### config.mk
export PLATFORM = sky130hd
export DESIGN_NAME = one_shot_glob_frame_matcher_flat
export DESIGN_NICKNAME = d
export VERILOG_FILES = /design/src/hdl/gfm_pkg.sv /design/src/hdl/gfm_item_if.sv /design/src/hdl/gfm_result_if.sv /design/src/hdl/gfm_front.sv /design/src/hdl/gfm_queue.sv /design/src/hdl/gfm_engine.sv /design/src/hdl/one_shot_glob_frame_matcher.sv /design/src/flat_wrapper.sv
export VERILOG_INCLUDE_DIRS = /design/src /design/src/hdl
export SDC_FILE = /design/constraint.sdc
export NUM_CORES = 1
export LEC_CHECK = 0
export BUFFER_PORTS_ARGS = -buffer_cell sky130_fd_sc_hd__buf_2
export CAP_MARGIN = 30
export CORE_ASPECT_RATIO = 1.75
export CORE_MARGIN = 2
export CORE_UTILIZATION = 55
export DETAILED_ROUTE_END_ITERATION = 16
export PLACE_DENSITY = 0.74
export RECOVER_POWER = 100
export SLEW_MARGIN = 20
export SYNTH_ARGS = -nofsm -noshare
export SYNTH_HDL_FRONTEND = slang
export SYNTH_HIERARCHICAL = 1
export SYNTH_SLANG_ARGS = --single-unit
### constraint.sdc
create_clock -name clk -period 4.3 [get_ports clk]
set_input_delay 0.86 -clock clk [delete_from_list [all_inputs] [get_ports clk]]
set_output_delay 0.86 -clock clk [all_outputs]
set_load 0.01 [all_outputs]
### src/hdl/assert_macros.svh
// assertion macros shared by the glob frame matcher modules
// expects clk and rst_n in the scope of each use
`ifndef ASSERT_MACROS_SVH
`define ASSERT_MACROS_SVH

// property must hold at every clock edge out of reset
`define GFM_ASSERT(label, prop, msg) \
    label: assert property (@(posedge clk) disable iff (!rst_n) (prop)) else $error(msg);

// condition must never be seen at a clock edge out of reset
`define GFM_NEVER(label, cond, msg) \
    label: assert property (@(posedge clk) disable iff (!rst_n) !(cond)) else $error(msg);

`endif

### src/hdl/gfm_pkg.sv
// shared types, constants and the star closure function of the glob frame matcher
// no dependencies
`timescale 1ns / 1ps
`default_nettype none

package gfm_pkg;

    localparam int PATTERN_CHARS = 32;
    localparam int IDX_W         = (PATTERN_CHARS > 1) ? $clog2(PATTERN_CHARS) : 1;
    localparam int LEN_W         = $clog2(PATTERN_CHARS + 1);
    localparam int VEC_W         = PATTERN_CHARS + 1;
    localparam int CLOSE_LEVELS  = $clog2(VEC_W);

    localparam int QUEUE_DEPTH = 2;
    localparam int QPTR_W      = 1;
    localparam int QCNT_W      = 2;

    localparam logic [7:0] STAR_CH   = 8'h2A;
    localparam logic [7:0] QUEST_CH  = 8'h3F;
    localparam logic [7:0] COLON_CH  = 8'h3A;
    localparam logic [7:0] DOLLAR_CH = 8'h24;

    localparam logic [LEN_W-1:0] PAT_LEN_MAX = LEN_W'(PATTERN_CHARS);

    typedef logic [7:0]               ch_t;
    typedef logic [VEC_W-1:0]         vec_t;
    typedef logic [PATTERN_CHARS-1:0] pmask_t;

    typedef enum logic
    {
        OP_PAT   = 1'b0,
        OP_FRAME = 1'b1
    } op_t;

    typedef struct packed
    {
        op_t  op;
        ch_t  ch;
        logic no_char;
        logic last;
        logic lead_skip;
    } cmd_t;

    // prefix j becomes active when some active prefix k <= j is followed only by stars
    // log-depth prefix network instead of a ripple over every position
    function automatic vec_t star_close(vec_t v, pmask_t star);
        vec_t g;
        vec_t p;
        vec_t g_n;
        vec_t p_n;
        int   d;
        g = v;
        p = '0;
        for (int j = 1; j < VEC_W; j++)
        begin
            p[j] = star[j-1];
        end
        for (int l = 0; l < CLOSE_LEVELS; l++)
        begin
            d   = 1 << l;
            g_n = g;
            p_n = '0;
            for (int j = 0; j < VEC_W; j++)
            begin
                if (j >= d)
                begin
                    g_n[j] = g[j] | (p[j] & g[j-d]);
                    p_n[j] = p[j] & p[j-d];
                end
            end
            g = g_n;
            p = p_n;
        end
        return g;
    endfunction

endpackage

`default_nettype wire

### src/hdl/gfm_item_if.sv
// input channel of the glob frame matcher: pattern and frame characters
// depends on nothing
`timescale 1ns / 1ps
`default_nettype none

interface gfm_item_if;
    logic       valid;
    logic       ready;
    logic       func;
    logic [7:0] ch;
    logic       no_char;
    logic       last;

    modport source (output valid, func, ch, no_char, last, input ready);
    modport sink   (input valid, func, ch, no_char, last, output ready);
endinterface

`default_nettype wire

### src/hdl/gfm_result_if.sv
// result channel of the glob frame matcher: one verdict per frame
// depends on nothing
`timescale 1ns / 1ps
`default_nettype none

interface gfm_result_if;
    logic       valid;
    logic       ready;
    logic       proceed;
    logic [7:0] reply_code;

    modport source (output valid, proceed, reply_code, input ready);
    modport sink   (input valid, proceed, reply_code, output ready);
endinterface

`default_nettype wire

### src/hdl/gfm_front.sv
// front stage: accepts input transactions, decodes them into commands
// depends on gfm_pkg and gfm_item_if
`timescale 1ns / 1ps
`default_nettype none

module gfm_front
(
    input  wire logic          clk,
    input  wire logic          rst_n,
    gfm_item_if.sink           item,
    output gfm_pkg::cmd_t      cmd,
    output logic               cmd_valid,
    input  wire logic          cmd_ready
);

    logic          cmd_valid_reg;
    logic          cmd_valid_next;
    gfm_pkg::cmd_t cmd_reg;
    gfm_pkg::cmd_t cmd_next;
    logic          take;

    assign item.ready = !cmd_valid_reg || cmd_ready;
    assign take       = item.valid && item.ready;

    always_comb
    begin
        cmd_next.op        = item.func ? gfm_pkg::OP_FRAME : gfm_pkg::OP_PAT;
        cmd_next.ch        = item.ch;
        cmd_next.no_char   = item.no_char;
        cmd_next.last      = item.last;
        // leading frame marker, only honored on the first character of a frame
        cmd_next.lead_skip = (item.ch == gfm_pkg::COLON_CH) || (item.ch == gfm_pkg::DOLLAR_CH);
    end

    always_comb
    begin
        cmd_valid_next = cmd_valid_reg;
        if (take)
        begin
            cmd_valid_next = 1'b1;
        end
        else if (cmd_ready)
        begin
            cmd_valid_next = 1'b0;
        end
    end

    always_ff @(posedge clk or negedge rst_n)
    begin
        if (!rst_n)
        begin
            cmd_valid_reg <= 1'b0;
        end
        else
        begin
            cmd_valid_reg <= cmd_valid_next;
        end
    end

    always_ff @(posedge clk)
    begin
        if (take)
        begin
            cmd_reg <= cmd_next;
        end
    end

    assign cmd       = cmd_reg;
    assign cmd_valid = cmd_valid_reg;

endmodule

`default_nettype wire

### src/hdl/gfm_queue.sv
// short command queue between the front and the match engine
// depends on gfm_pkg and assert_macros.svh
`timescale 1ns / 1ps
`default_nettype none
`include "assert_macros.svh"

module gfm_queue
(
    input  wire logic          clk,
    input  wire logic          rst_n,
    input  wire gfm_pkg::cmd_t in_cmd,
    input  wire logic          in_valid,
    output logic               in_ready,
    output gfm_pkg::cmd_t      out_cmd,
    output logic               out_valid,
    input  wire logic          out_ready
);

    gfm_pkg::cmd_t                   mem_reg [gfm_pkg::QUEUE_DEPTH];
    logic [gfm_pkg::QPTR_W-1:0]      wr_ptr_reg;
    logic [gfm_pkg::QPTR_W-1:0]      wr_ptr_next;
    logic [gfm_pkg::QPTR_W-1:0]      rd_ptr_reg;
    logic [gfm_pkg::QPTR_W-1:0]      rd_ptr_next;
    logic [gfm_pkg::QCNT_W-1:0]      count_reg;
    logic [gfm_pkg::QCNT_W-1:0]      count_next;
    logic                            push;
    logic                            pop;

    assign in_ready  = count_reg < gfm_pkg::QCNT_W'(gfm_pkg::QUEUE_DEPTH);
    assign out_valid = count_reg != '0;
    assign out_cmd   = mem_reg[rd_ptr_reg];
    assign push      = in_valid && in_ready;
    assign pop       = out_valid && out_ready;

    always_comb
    begin
        wr_ptr_next = wr_ptr_reg;
        rd_ptr_next = rd_ptr_reg;
        count_next  = count_reg;
        if (push)
        begin
            wr_ptr_next = (wr_ptr_reg == gfm_pkg::QPTR_W'(gfm_pkg::QUEUE_DEPTH - 1))
                        ? '0 : wr_ptr_reg + 1'b1;
        end
        if (pop)
        begin
            rd_ptr_next = (rd_ptr_reg == gfm_pkg::QPTR_W'(gfm_pkg::QUEUE_DEPTH - 1))
                        ? '0 : rd_ptr_reg + 1'b1;
        end
        if (push && !pop)
        begin
            count_next = count_reg + 1'b1;
        end
        else if (pop && !push)
        begin
            count_next = count_reg - 1'b1;
        end
    end

    always_ff @(posedge clk or negedge rst_n)
    begin
        if (!rst_n)
        begin
            wr_ptr_reg <= '0;
            rd_ptr_reg <= '0;
            count_reg  <= '0;
        end
        else
        begin
            wr_ptr_reg <= wr_ptr_next;
            rd_ptr_reg <= rd_ptr_next;
            count_reg  <= count_next;
        end
    end

    always_ff @(posedge clk)
    begin
        if (push)
        begin
            mem_reg[wr_ptr_reg] <= in_cmd;
        end
    end

    `GFM_ASSERT(a_queue_count_up, push && !pop |=> count_reg == $past(count_reg) + 1'b1, "queue count did not grow on push")
    `GFM_NEVER(a_queue_overfill, count_reg > gfm_pkg::QCNT_W'(gfm_pkg::QUEUE_DEPTH), "queue holds more than its depth")

endmodule

`default_nettype wire

### src/hdl/gfm_engine.sv
// match engine: pattern store, active prefix vector, one-shot arming and result register
// depends on gfm_pkg, gfm_result_if and assert_macros.svh
`timescale 1ns / 1ps
`default_nettype none
`include "assert_macros.svh"

module gfm_engine
(
    input  wire logic          clk,
    input  wire logic          rst_n,
    input  wire gfm_pkg::cmd_t cmd,
    input  wire logic          cmd_valid,
    output logic               cmd_ready,
    input  wire logic [7:0]    error_code,
    gfm_result_if.source       result
);

    gfm_pkg::ch_t                store_reg [gfm_pkg::PATTERN_CHARS];
    logic [gfm_pkg::LEN_W-1:0]   len_reg;
    logic [gfm_pkg::LEN_W-1:0]   len_next;
    logic                        too_long_reg;
    logic                        too_long_next;
    logic                        armed_reg;
    logic                        armed_next;
    gfm_pkg::vec_t               act_reg;
    gfm_pkg::vec_t               act_next;
    logic                        frame_start_reg;
    logic                        frame_start_next;
    logic                        out_valid_reg;
    logic                        out_valid_next;
    logic                        out_proceed_reg;
    logic [7:0]                  out_code_reg;

    gfm_pkg::pmask_t             star_m;
    gfm_pkg::vec_t               start_vec;
    gfm_pkg::vec_t               vec0;
    gfm_pkg::vec_t               step_vec;
    gfm_pkg::vec_t               adv_vec;
    gfm_pkg::vec_t               vec1;
    logic [gfm_pkg::LEN_W-1:0]   len_base;
    logic                        too_long_base;
    logic                        skip;
    logic                        hit;
    logic                        is_result;
    logic                        cmd_pop;
    logic                        store_we;

    assign is_result = (cmd.op == gfm_pkg::OP_FRAME) && cmd.last;
    assign cmd_ready = !is_result || !out_valid_reg || result.ready;
    assign cmd_pop   = cmd_valid && cmd_ready;

    // stars inside the loaded pattern, one bit per store entry
    always_comb
    begin
        for (int i = 0; i < gfm_pkg::PATTERN_CHARS; i++)
        begin
            star_m[i] = (store_reg[i] == gfm_pkg::STAR_CH) && (i < int'(len_reg));
        end
    end

    assign start_vec = gfm_pkg::star_close(gfm_pkg::VEC_W'(1), star_m);
    assign vec0      = frame_start_reg ? start_vec : act_reg;

    // one character step: stars hold their prefix, literals and '?' move it forward
    always_comb
    begin
        step_vec = '0;
        for (int i = 0; i < gfm_pkg::PATTERN_CHARS; i++)
        begin
            if (vec0[i] && (i < int'(len_reg)))
            begin
                if (store_reg[i] == gfm_pkg::STAR_CH)
                begin
                    step_vec[i] = 1'b1;
                end
                else if ((store_reg[i] == gfm_pkg::QUEST_CH) || (store_reg[i] == cmd.ch))
                begin
                    step_vec[i+1] = 1'b1;
                end
            end
        end
    end

    assign adv_vec = gfm_pkg::star_close(step_vec, star_m);
    assign skip    = frame_start_reg && cmd.lead_skip;
    assign vec1    = (cmd.no_char || skip) ? vec0 : adv_vec;
    assign hit     = armed_reg && !too_long_reg && vec1[len_reg];

    // a pattern transaction after an armed pattern starts over
    assign len_base      = armed_reg ? '0 : len_reg;
    assign too_long_base = armed_reg ? 1'b0 : too_long_reg;
    assign store_we      = cmd_pop && (cmd.op == gfm_pkg::OP_PAT) && !cmd.no_char
                         && (len_base < gfm_pkg::PAT_LEN_MAX);

    always_comb
    begin
        len_next         = len_reg;
        too_long_next    = too_long_reg;
        armed_next       = armed_reg;
        act_next         = act_reg;
        frame_start_next = frame_start_reg;
        if (cmd_pop)
        begin
            unique case (cmd.op)
                gfm_pkg::OP_PAT:
                begin
                    len_next      = len_base;
                    too_long_next = too_long_base;
                    if (!cmd.no_char)
                    begin
                        if (len_base < gfm_pkg::PAT_LEN_MAX)
                        begin
                            len_next = len_base + 1'b1;
                        end
                        else
                        begin
                            too_long_next = 1'b1;
                        end
                    end
                    armed_next = cmd.last;
                end
                gfm_pkg::OP_FRAME:
                begin
                    act_next = vec1;
                    if (!cmd.no_char)
                    begin
                        frame_start_next = 1'b0;
                    end
                    if (cmd.last)
                    begin
                        frame_start_next = 1'b1;
                        if (hit)
                        begin
                            armed_next    = 1'b0;
                            len_next      = '0;
                            too_long_next = 1'b0;
                        end
                    end
                end
            endcase
        end
    end

    always_comb
    begin
        out_valid_next = out_valid_reg && !result.ready;
        if (cmd_pop && is_result)
        begin
            out_valid_next = 1'b1;
        end
    end

    always_ff @(posedge clk or negedge rst_n)
    begin
        if (!rst_n)
        begin
            len_reg         <= '0;
            too_long_reg    <= 1'b0;
            armed_reg       <= 1'b0;
            act_reg         <= gfm_pkg::VEC_W'(1);
            frame_start_reg <= 1'b1;
            out_valid_reg   <= 1'b0;
        end
        else
        begin
            len_reg         <= len_next;
            too_long_reg    <= too_long_next;
            armed_reg       <= armed_next;
            act_reg         <= act_next;
            frame_start_reg <= frame_start_next;
            out_valid_reg   <= out_valid_next;
        end
    end

    always_ff @(posedge clk)
    begin
        if (store_we)
        begin
            store_reg[len_base[gfm_pkg::IDX_W-1:0]] <= cmd.ch;
        end
        if (cmd_pop && is_result)
        begin
            out_proceed_reg <= !hit;
            out_code_reg    <= hit ? error_code : 8'd0;
        end
    end

    assign result.valid      = out_valid_reg;
    assign result.proceed    = out_proceed_reg;
    assign result.reply_code = out_code_reg;

    `GFM_ASSERT(a_hit_disarms, cmd_pop && is_result && hit |=> !armed_reg && len_reg == '0, "match did not disarm the pattern")
    `GFM_ASSERT(a_overflow_full, too_long_reg |-> len_reg == gfm_pkg::PAT_LEN_MAX, "overflow flagged on a store that is not full")
    `GFM_ASSERT(a_armed_holds, armed_reg && !cmd_pop |=> armed_reg, "armed dropped without a command")

endmodule

`default_nettype wire

### src/hdl/one_shot_glob_frame_matcher.sv
// One-shot glob frame matcher, top level.
// Channels: item (sink) takes pattern characters (func = 0) and command frame
// characters (func = 1); result (source) gives one verdict per frame, on the
// transaction that carries last = 1 with func = 1. Pattern transactions and
// non-final frame transactions give no result.
// Configuration: wr_en / wr_data write the 8-bit error code, no read-back.
// Path: a frame's final transaction goes through the front register, the queue
// and the result register. Throughput: one transaction per cycle, set by the
// active prefix vector update in the engine, unless result.ready stalls it.
// Stall: the result register holds while result.ready is low; pattern and
// non-final frame transactions keep flowing, and the next final frame
// transaction waits in the two-entry command queue behind the front register.
// Reset (rst_n low, asynchronous): no pattern armed, empty pattern, error
// code 0, the next frame character is treated as the start of a frame.
// Depends on gfm_pkg, the channel interfaces, gfm_front, gfm_queue, gfm_engine.
`timescale 1ns / 1ps
`default_nettype none

module one_shot_glob_frame_matcher
(
    input  wire logic       clk,
    input  wire logic       rst_n,
    gfm_item_if.sink        item,
    gfm_result_if.source    result,
    input  wire logic       wr_en,
    input  wire logic [7:0] wr_data
);

    logic [7:0]    error_code_reg;
    logic [7:0]    error_code_next;
    gfm_pkg::cmd_t front_cmd;
    logic          front_valid;
    logic          front_ready;
    gfm_pkg::cmd_t q_cmd;
    logic          q_valid;
    logic          q_ready;

    assign error_code_next = wr_en ? wr_data : error_code_reg;

    always_ff @(posedge clk or negedge rst_n)
    begin
        if (!rst_n)
        begin
            error_code_reg <= 8'd0;
        end
        else
        begin
            error_code_reg <= error_code_next;
        end
    end

    gfm_front u_front
    (
        .clk       (clk),
        .rst_n     (rst_n),
        .item      (item),
        .cmd       (front_cmd),
        .cmd_valid (front_valid),
        .cmd_ready (front_ready)
    );

    gfm_queue u_queue
    (
        .clk       (clk),
        .rst_n     (rst_n),
        .in_cmd    (front_cmd),
        .in_valid  (front_valid),
        .in_ready  (front_ready),
        .out_cmd   (q_cmd),
        .out_valid (q_valid),
        .out_ready (q_ready)
    );

    gfm_engine u_engine
    (
        .clk        (clk),
        .rst_n      (rst_n),
        .cmd        (q_cmd),
        .cmd_valid  (q_valid),
        .cmd_ready  (q_ready),
        .error_code (error_code_reg),
        .result     (result)
    );

endmodule

`default_nettype wire
### src/flat_wrapper.sv
// flat-port wrapper written by rule: the top's interface ports become plain ports
module one_shot_glob_frame_matcher_flat 
  (clk, rst_n, wr_en, wr_data, item_valid, item_func, item_ch, item_no_char, item_last, item_ready, result_valid, result_proceed, result_reply_code, result_ready);
  gfm_item_if item_i ();
  gfm_result_if result_i ();
  input  wire logic clk;
  input  wire logic rst_n;
  input  wire logic wr_en;
  input  wire logic [7:0] wr_data;
  input wire logic [$bits(item_i.valid)-1:0] item_valid;
  input wire logic [$bits(item_i.func)-1:0] item_func;
  input wire logic [$bits(item_i.ch)-1:0] item_ch;
  input wire logic [$bits(item_i.no_char)-1:0] item_no_char;
  input wire logic [$bits(item_i.last)-1:0] item_last;
  output wire logic [$bits(item_i.ready)-1:0] item_ready;
  output wire logic [$bits(result_i.valid)-1:0] result_valid;
  output wire logic [$bits(result_i.proceed)-1:0] result_proceed;
  output wire logic [$bits(result_i.reply_code)-1:0] result_reply_code;
  input wire logic [$bits(result_i.ready)-1:0] result_ready;
  assign item_i.valid = item_valid;
  assign item_i.func = item_func;
  assign item_i.ch = item_ch;
  assign item_i.no_char = item_no_char;
  assign item_i.last = item_last;
  assign item_ready = item_i.ready;
  assign result_valid = result_i.valid;
  assign result_proceed = result_i.proceed;
  assign result_reply_code = result_i.reply_code;
  assign result_i.ready = result_ready;
  one_shot_glob_frame_matcher u_core (.clk(clk), .rst_n(rst_n), .item(item_i), .result(result_i), .wr_en(wr_en), .wr_data(wr_data));
endmodule
[Word-level counts from Yosys, hierarchy flattened]
Memories as Yosys holds them, arrays and structs flattened.
Cells that the tools add are included.
W data, S select, Z words.
Operators by class
  add/subtract/negate cells: 5
  order comparisons: 35
  equality and inequality tests: 101
  mux-type cells: 159
  bitwise gates (word level): 400
  reduce and logical (&&, ||, !) cells: 130
Operator list (number)
  $eq A8 B6 Y1 const B: 66
  $and A1 B1 Y1: 264
  $eq A8 B8 Y1: 32
  $or A1 B1 Y1: 135
  $mux W1: 114
  $lt A5 B6 Y1 const A: 16
  $logic_and A1 B1 Y1: 78
  $mux W2: 34
  $mux W33: 2
  $lt A4 B6 Y1 const A: 8
  $logic_or A1 B1 Y1: 37
  $mux W6: 5
  $lt A3 B6 Y1 const A: 4
  $lt A1 B6 Y1 const A: 2
  $lt A2 B6 Y1 const A: 2
  $pmux W6 S2: 1
  $logic_not A1 Y1: 9
  $lt A6 B7 Y1 const B: 1
  $add A6 B1 Y6 const B: 1
  $bmux W1 S6: 1
  $lt A6 B6 Y1 const B: 1
  $reduce_and A3 Y1: 2
  $reduce_bool A2 Y1: 3
  $ne A2 B2 Y1 const B: 2
  8 further kinds: 10
Word-level totals
  register bits: 77
  bits in writable memories: 280
  input port bits: 24
  memories: 2
Memories
  u_core.u_engine.store_reg: depth 32, bits a word 8, read ports 32, clocked after memory_dff 0, write ports 1, RTL line gfm_engine.sv:18  | gfm_pkg::ch_t store_reg [gfm_pkg::PATTERN_CHARS];
  u_core.u_queue.mem_reg: depth 2, bits a word 12, read ports 1, clocked after memory_dff 0, write ports 1, RTL line gfm_queue.sv:19  | gfm_pkg::cmd_t mem_reg [gfm_pkg::QUEUE_DEPTH];

[Longest topological paths before layout]
Gate-level depths: netlist (run 1).
An unclocked memory read counts as a cell.
  word-level depth: 87
  depth in mapped cells: 23
  gate-level depth less buffers: 17

[By module]
The synthesis (run 1) kept the hierarchy.
By module, submodules not included
  gfm_engine: instances 1, cells an instance 1778, area each 18240.0 µm², sequential area each 9036.2 µm²
  gfm_queue: instances 1, cells an instance 54, area each 1104.8 µm², sequential area each 820.8 µm²
  gfm_front: instances 1, cells an instance 20, area each 437.9 µm², sequential area each 385.4 µm²
  one_shot_glob_frame_matcher: instances 1, cells an instance 17, area each 331.6 µm², sequential area each 200.2 µm²

[Least setup slack after synthesis (run 1)]
Ideal clock, no wire load.
  path kind: reg-to-reg
  start: register u_core.u_queue.rd_ptr_reg
  end: register u_core.u_engine.out_proceed_reg (netlist: u_core/u_engine/result.proceed), data pin
  arrival: 4527 ps
  data required time: 4050 ps
  path slack: -478 ps
  cell stages (with the launch flop): 23
  cell sequence: dfrtp_1 > buf_6 > mux2_4 > clkbuf_1 > buf_2 > buf_2 > xnor2_1 > nand4_1 > nor2_1 > a21oi_1 > a2111oi_2 > nor3_1 > o2111ai_1 > nor3_1 > o21bai_1 > a21o_1 > a31oi_1 > a211o_1 > a311oi_1 > nor4b_2 > o311a_2 > buf_6 > inv_1
RTL lines
  start, declared: RTL line gfm_queue.sv:22  | logic [gfm_pkg::QPTR_W-1:0] rd_ptr_reg;
  start signal, assigned: RTL line gfm_queue.sv:71  | rd_ptr_reg <= rd_ptr_next;
  end signal, assigned: RTL line gfm_engine.sv:183  | out_proceed_reg <= !hit;
  end, declared: RTL line gfm_engine.sv:31  | logic out_proceed_reg;

==> results of run 1 <==
==> power breakdown <==
| part | switching [mW] | internal [mW] | total (mW) |
|---|---|---|---|
| clock | 1.27 | 1.54 | 2.81 |
| sequential | 0.216 | 4.53 | 4.74 |
| combinational | 4.02 | 2.79 | 6.81 |
| total | 5.51 | 8.86 | 14.4 |
==> worst min path at each step <==
stage	startpoint	end	slack, ns	cells after the start
after global routing	item_no_char	u_core/u_front/cmd[2]	0.44	1
after global placement	u_core/u_front/cmd[9]	u_core/u_queue/mem_reg[0][9]	0.42	0
after CTS	rst_n	u_core/u_engine/act_reg[15]	0.36	1
final	item_func	u_core/u_front/cmd[11]	0.45	1
after detailed placement	u_core/u_front/cmd[0]	u_core/u_queue/mem_reg[0][0]	0.44	0
after floorplan	u_core/u_front/cmd[0]	u_core/u_queue/mem_reg[0][0]	0.42	0
==> area by class of cell <==
class	count	area share, %
clock inverter	18	0.645
tap	470	2.18
sequential	357	38.8
timing repair buffer	668	18.5
clock buffer	39	3.06
inverter	27	0.376
multi-input combinational	1407	36.5
==> worst max-delay path, stage by stage, from the launching register on <==
cell and delay (ns):
dfrtp_1 0.40, buf_12 0.16, mux2_4 0.36, clkbuf_1 0.24, xnor2_1 0.23, nand4_1 0.12
o21ai_0 0.33, o2111a_1 0.29, clkbuf_4 0.15, nand2_1 0.06, a31o_1 0.29, a31oi_4 0.31
nor3_4 0.08, o21bai_1 0.17, buf_4 0.17, a21bo_4 0.15, buf_4 0.12, o21ai_1 0.12
nand2_1 0.16, a31oi_4 0.11, nor4b_4 0.33, buf_4 0.19, o311a_4 0.22, and2_1 0.14
==> cells in the final DEF (no fill, tap or decap), types with 26 or more instances in the layout <==
| cell | count |
|---|---|
| dfrtp_1 | 50 |
| edfxtp_1 | 301 |
| xnor2_1 | 238 |
| nand2_1 | 144 |
| nor3_1 | 50 |
| nor2_1 | 157 |
| buf_4 | 546 |
| clkbuf_1 | 74 |
| o21ai_0 | 94 |
| a21oi_1 | 67 |
| nand3_1 | 53 |
| nand4_1 | 94 |
| and3_1 | 32 |
| clkbuf_16 | 31 |
| xor2_1 | 26 |
==> routing by layer <==
layer | global-route usage [%] | routed length (µm) | vias up
met3 | 6.95 | 4590 | 378
met4 | 30.2 | 6950 | 2
li1 | - | - | 8318
met2 | 63.6 | 35100 | 847
met1 | 36.3 | 23000 | 8900
met5 | 0 | 12 | -
==> kinds of logic (layout without fill, tap and decap cells) <==
| kind of cell | count (synthesis) | in the layout |
|---|---|---|
| simple gates | 727 | 727 |
| xor+xnor | 264 | 264 |
| fa+ha+maj | 5 | 5 |
| mux | 32 | 32 |
| buf+inv | 106 | 752 |
| flops | 357 | 357 |
| compound gates | 378 | 379 |
==> stage by stage <==
step                TNS [ns]  power (mW)  util [%]  hold slack [ns]  cell area (µm²)
CTS                   -10.76        14.4      74.1            0.362            26700
global placement      -15.89        11.1      70.1            0.423            25200
global route          -14.73        14.9      74.8            0.438            27000
floorplan              -2.00        8.50         -            0.421            20200
finish                -11.18        14.4      74.8            0.449            27000
detailed placement    -16.98        11.3      70.1            0.437            25300
==> what timing repair did <==
item	CTS	global route
cloned	1	0
buffers inserted	15	17
endpoints found under the hold margin	0	0
endpoints found under the setup margin	23	23
pin swaps	27	31
gates resized for setup	74	74
==> flow_summary_export.csv, run 1 <==
group,metric,value,unit
timing,hold_viol_final,0,
timing,timing.fmax,199,MHz
logic_synthesis,synth.cells.most_frequent,"edfxtp_1, xnor2_1, nor2_1, nand2_1, o21ai_0",
logic_synthesis,synth_most_common_cell,"edfxtp_1",
timing,max-slew-margin-rel,-30.5,%
die,core_area,0.0360,mm²
logic_synthesis,synth.mux.area_fraction,2.10,%
logic_synthesis,synth_top_cell_by_area,"edfxtp_1",
drt,wl_per_cell,23.3,µm
logic_synthesis,synth-simple-area-share,19.3,%
timing,finalCritPeriodShare,117,%
logic_synthesis,synth_top_area_share,44.9,%
logic_synthesis,async_reset_ff_share,15.7,%
drt,vias_per_cell,6.18,
flow_run,cap_violations,1,
logic_synthesis,synth-edff-count,301,
logic_synthesis,ys_seq_area_share,51.9,%
clocking,clkLatencyLatePin,0.60,ns
logic_synthesis,ys_dominant_reg_cell,"edfxtp_1",
layout,drive_gt1_share,32.2,%
clocking,cts_buffers,31,
outcome,status,"complete, but fails checks",
placed_design,hpwl,51.0,mm
clocking,cts.reportedPaths.clkPinSlew,0.07,ns
layout,multi_input_area,0.00985,mm²
outcome,violations,"max-capacitance violations, max-slew violations, negative setup slack",
setup_path,rr_worst_depth,23,
clocking,cts_buffer_depth,3,
clocking,cts_tree,"done",
logic_synthesis,synth-seq-cells,357,
drt,routed_wl,69.7,mm
clocking,htreeDepth,1,
setup_path,cp-end-kind,"flop",
die,initial_core_util,55.8,%
global_route,grt_antenna_before_repair,1,
logic_synthesis,syn_area,0.0201,mm²
placed_design,io_buffers,34,
timing,tightest_slew,1.96,ns
logic_synthesis,synth_cell_types,102,
logic_synthesis,synth_fa_ha_area_share,0.311,%
die,die_h,257,µm
clocking,root_buffer,"clkbuf_16",
setup_path,r2r-start,"u_core/u_queue/rd_ptr_reg",
layout,diodes,0,
drt,drt_iter0_drc,1129,
logic_synthesis,synth_compound_area_share,12.5,%
setup_path,r2r-end,"u_core/u_engine/result.reply_code[3]",
logic_synthesis,synthCells,1869,
layout,instances_no_fill,2986,
setup_path,worstPathArrival,5.48,ns
placed_design,placed_cells,2896,
power,ir_drop,0.536,mV
logic_synthesis,syn_nets,1898,
die,die_area,0.0382,mm²
setup_path,critPathKind,"reg -> reg",
timing,skew,0.0234,ns
logic_synthesis,synth_top_family_by_area,"simple AND/OR/NAND/NOR gates",
setup_path,worstPathMaxFanout,9,
die,die_w,149,µm
global_route,grt_max_degree,59,
layout,largest_reg_flops,256,
placed_design,dp_slack,-1.02,ns
timing,setup_viol_count_final,18,
setup_path,required,4.75,ns
setup_path,r2r_slack,-0.73,ns
global_route,grtUsageTotal,36.2,%
drt,drc,0,
timing,rsz0062_at_grt,"yes",
power,cellPowerDensity,533,mW/mm²
placed_design,gp_congestion,1.11,
setup_path,startpoint,"u_core/u_queue/rd_ptr_reg",
timing,fin_ws,-0.731,ns
logic_synthesis,synthTopCellsByArea,"edfxtp_1, xnor2_1, dfrtp_1",
setup_path,start_kind,"flop",
layout,final_nets,2521,
logic_synthesis,avgSynthCellArea,10.8,µm²
drt,vias,18400,
power,power_leakage,9.82,nW
timing,period_needed,5.03,ns
die,fp-row-count,92,
layout,fillCellCount,2472,
clocking,clock-sinks,357,
layout,seqCellArea,0.0104,mm²
timing,drv_slew,32,
clocking,hold_buffers,0,
logic_synthesis,synth_xor_area_share,11.5,%
logic_synthesis,synth-warning-count,6,
drt,dr.pass1.iters,8,
drt,postRouteAntennaNets,0,
global_route,grt_pass1_vias,19400,
layout,area_growth,34.0,%
global_route,overflow,0,
die,pin_count,35,
global_route,grt_pass1_wl,105,mm
min_path,hp-class,"in -> reg",
setup_path,cp-endpoint,"u_core/u_engine/result.reply_code[3]",
Power figures use the tool's default switching activity.
==> inputs of run 2 (changes only) <==
--- a/config.mk
+++ b/config.mk
@@ -12,7 +12,7 @@
 export CORE_MARGIN = 2
 export CORE_UTILIZATION = 55
 export DETAILED_ROUTE_END_ITERATION = 16
-export PLACE_DENSITY = 0.74
+export PLACE_DENSITY = 0.7
 export RECOVER_POWER = 100
 export SLEW_MARGIN = 20
 export SYNTH_ARGS = -nofsm -noshare
==> constraint.sdc (replaced) <==
create_clock -name clk -period 5.7 [get_ports clk]
set_input_delay 1.14 -clock clk [delete_from_list [all_inputs] [get_ports clk]]
set_output_delay 1.14 -clock clk [all_outputs]
set_load 0.01 [all_outputs]
==> flow_summary_export.csv, run 2 (synthesis gave the netlist of run 1 again) <==
group,metric,value,unit
outcome,status,"complete, but fails checks",
outcome,violations,"max-capacitance violations, max-slew violations",
layout,post-route-util,62.9,%
clocking,cts_buffer_depth,3,
timing,hold_viol_final,0,
die,core_area,0.0360,mm²
timing,tightest_slew,3.00,ns
setup_path,r2r_slack,0.19,ns
timing,max-slew-margin-rel,-99.9,%
drt,wl_per_cell,24.1,µm
die,pin_count,35,
timing,skew,0.0278,ns
die,die_h,257,µm
power,power_leakage,7.32,nW
global_route,grt_pass1_vias,16400,
drt,routed_wl,59.9,mm
drt,postRouteAntennaNets,0,
placed_design,io_buffers,34,
clocking,root_buffer,"clkbuf_16",
min_path,hp-class,"reg -> reg",
layout,final_nets,2019,
placed_design,placed_cells,2423,
placed_design,hpwl,44.7,mm
layout,area_growth,12.7,%
timing,fin_setup_tns,0,ns
power,p_seq_share,35.6,%
global_route,grt_pass1_wl,91.4,mm
setup_path,worstPathMaxFanout,22,
placed_design,gp_congestion,1.04,
setup_path,critPathKind,"reg -> reg",
die,fp-row-count,92,
clocking,htreeDepth,2,
clocking,cts_tree,"done",
setup_path,slowest_stage,"a2111oi_0",
setup_path,start_kind,"flop",
power,p_comb_share,41.1,%
timing,period_needed,5.51,ns
power,cellPowerDensity,446,mW/mm²
setup_path,worstPathCellList,"mux2_4 > buf_4 > xnor2_1 > nand4_1 > nor2_1 > o21ai_0 > a221oi_1 > a2111oi_0 > o21ai_0 > o31ai_1 > nor3_1 > a2111oi_0 > nand2_1 > a21oi_1 > nor4b_2 > o311a_2 > buf_12 > and2_0",
global_route,grtUsageTotal,31.2,%
drt,drt_iter0_drc,1122,
power,swShare,37.8,%
global_route,grt_antenna_before_repair,1,
clocking,clkLatencyLatePin,0.55,ns
power,ir_drop,0.397,mV
layout,largest_reg_flops,256,
global_route,overflow,0,
clocking,clock-sinks,357,
die,initial_core_util,55.8,%
power,p_total,10.1,mW
drt,drc,0,
flow_run,cap_violations,1,
timing,finalCritPeriodShare,96.7,%
layout,layout_common_cells,"edfxtp_1, xnor2_1, nor2_1",
layout,drive_gt1_share,12.7,%
setup_path,required,5.98,ns
timing,timing.fmax,181,MHz
timing,rsz0062_at_grt,"no",
clocking,cts.reportedPaths.clkPinSlew,0.06,ns
global_route,grt_max_degree,47,
power,clkPwrFrac,23.3,%
clocking,cts_buffers,35,
drt,dr.pass1.iters,8,
die,die_w,149,µm
power,p_sw,3.82,mW
timing,setup_viol_count_final,0,
setup_path,cp-end-kind,"flop",
drt,vias,15900,
die,die_area,0.0382,mm²
power,internal_power,6.29,mW
clocking,cts_setup_buffers,0,
layout,instances_no_fill,2487,
layout,final_common_cell,"edfxtp_1",
setup_path,worstPathArrival,5.79,ns
timing,drv_slew,47,
drt,vias_per_cell,6.41,
setup_path,critPathMaxStageDelay,0.73,ns
## run 2: cell types whose count changed in the layout (fill, tap and decap cells not counted), sizes merged
cell,delta
clkinv,+4
clkbuf,-32
o311a,-1
buf,-471
inv,+1
diode,+1
clkinvlp,-1
## run 2: power groups by stage
stage	clock [mW]	sequential, mW	combinational [mW]
after floorplan	0	3.58	2.75
after global placement	0	3.63	4.08
after detailed placement	0	3.65	4.19
after CTS	2.40	3.60	4.20
after global routing	2.51	3.63	4.46
final	2.36	3.60	4.15
## run 2: per-stage QoR
step | worst slack [ns] | area, µm² | hold WS (ns)
finish | 0.189 | 22700 | 0.453
CTS | 0.223 | 22800 | 0.450
global route | 0.0238 | 22700 | 0.476
floorplan | 0.922 | 20100 | 0.421
detailed placement | 0.249 | 21600 | 0.442
global placement | 0.319 | 21600 | 0.428
## run 2: timing repair
| item | in CTS | in global routing |
|---|---|---|
| hold buffers | 0 | 0 |
| setup endpoints to repair | 0 | 16 |
| resized for setup | 0 | 7 |
## run 2: layer usage
layer	up-vias	wire length, µm	global-route usage, %
li1	7289	-	-
met5	-	0	0
met2	598	31000	56.3
met3	215	2980	3.30
met1	7841	21600	34.8
met4	0	4260	19.5
## run 2: critical path: cells and delay by family, from the launching register on
kind / cells / cell delay, ns
flip-flops: 1 / 0.69
multiplexers: 1 / 0.53
AO/OA/AOI/OAI: 8 / 2.80
AND/OR/NAND/NOR: 6 / 0.61
XOR/XNOR: 1 / 0.10
buffers and inverters: 2 / 0.48
## run 2: path summary, 6_finish.rpt
| kind | endpoint | startpoint | cells past startpoint |
|---|---|---|---|
| min in group asynchronous | u_core/u_queue/count_reg[0] | rst_n | 1 |
| max reg2reg | u_core/u_engine/result.reply_code[5] | u_core/u_queue/rd_ptr_reg | 18 |
| min reg2reg | u_core/u_queue/mem_reg[0][5] | u_core/u_front/cmd[5] | 0 |
| max | u_core/u_engine/result.reply_code[5] | u_core/u_queue/rd_ptr_reg | 18 |
| max in group asynchronous | u_core/u_engine/len_reg[1] | rst_n | 2 |
| min | u_core/u_queue/mem_reg[0][5] | u_core/u_front/cmd[5] | 0 |
## run 2: layout make-up
class,instances,area (µm²)
Antenna cell,1,2.50
Tap cell,470,588
Fill cell,2919,13400
Multi-Input combinational cell,1406,9220
Timing Repair Buffer,163,1150
Clock inverter,22,214
Inverter,27,101
Clock buffer,41,951
Sequential cell,357,10400
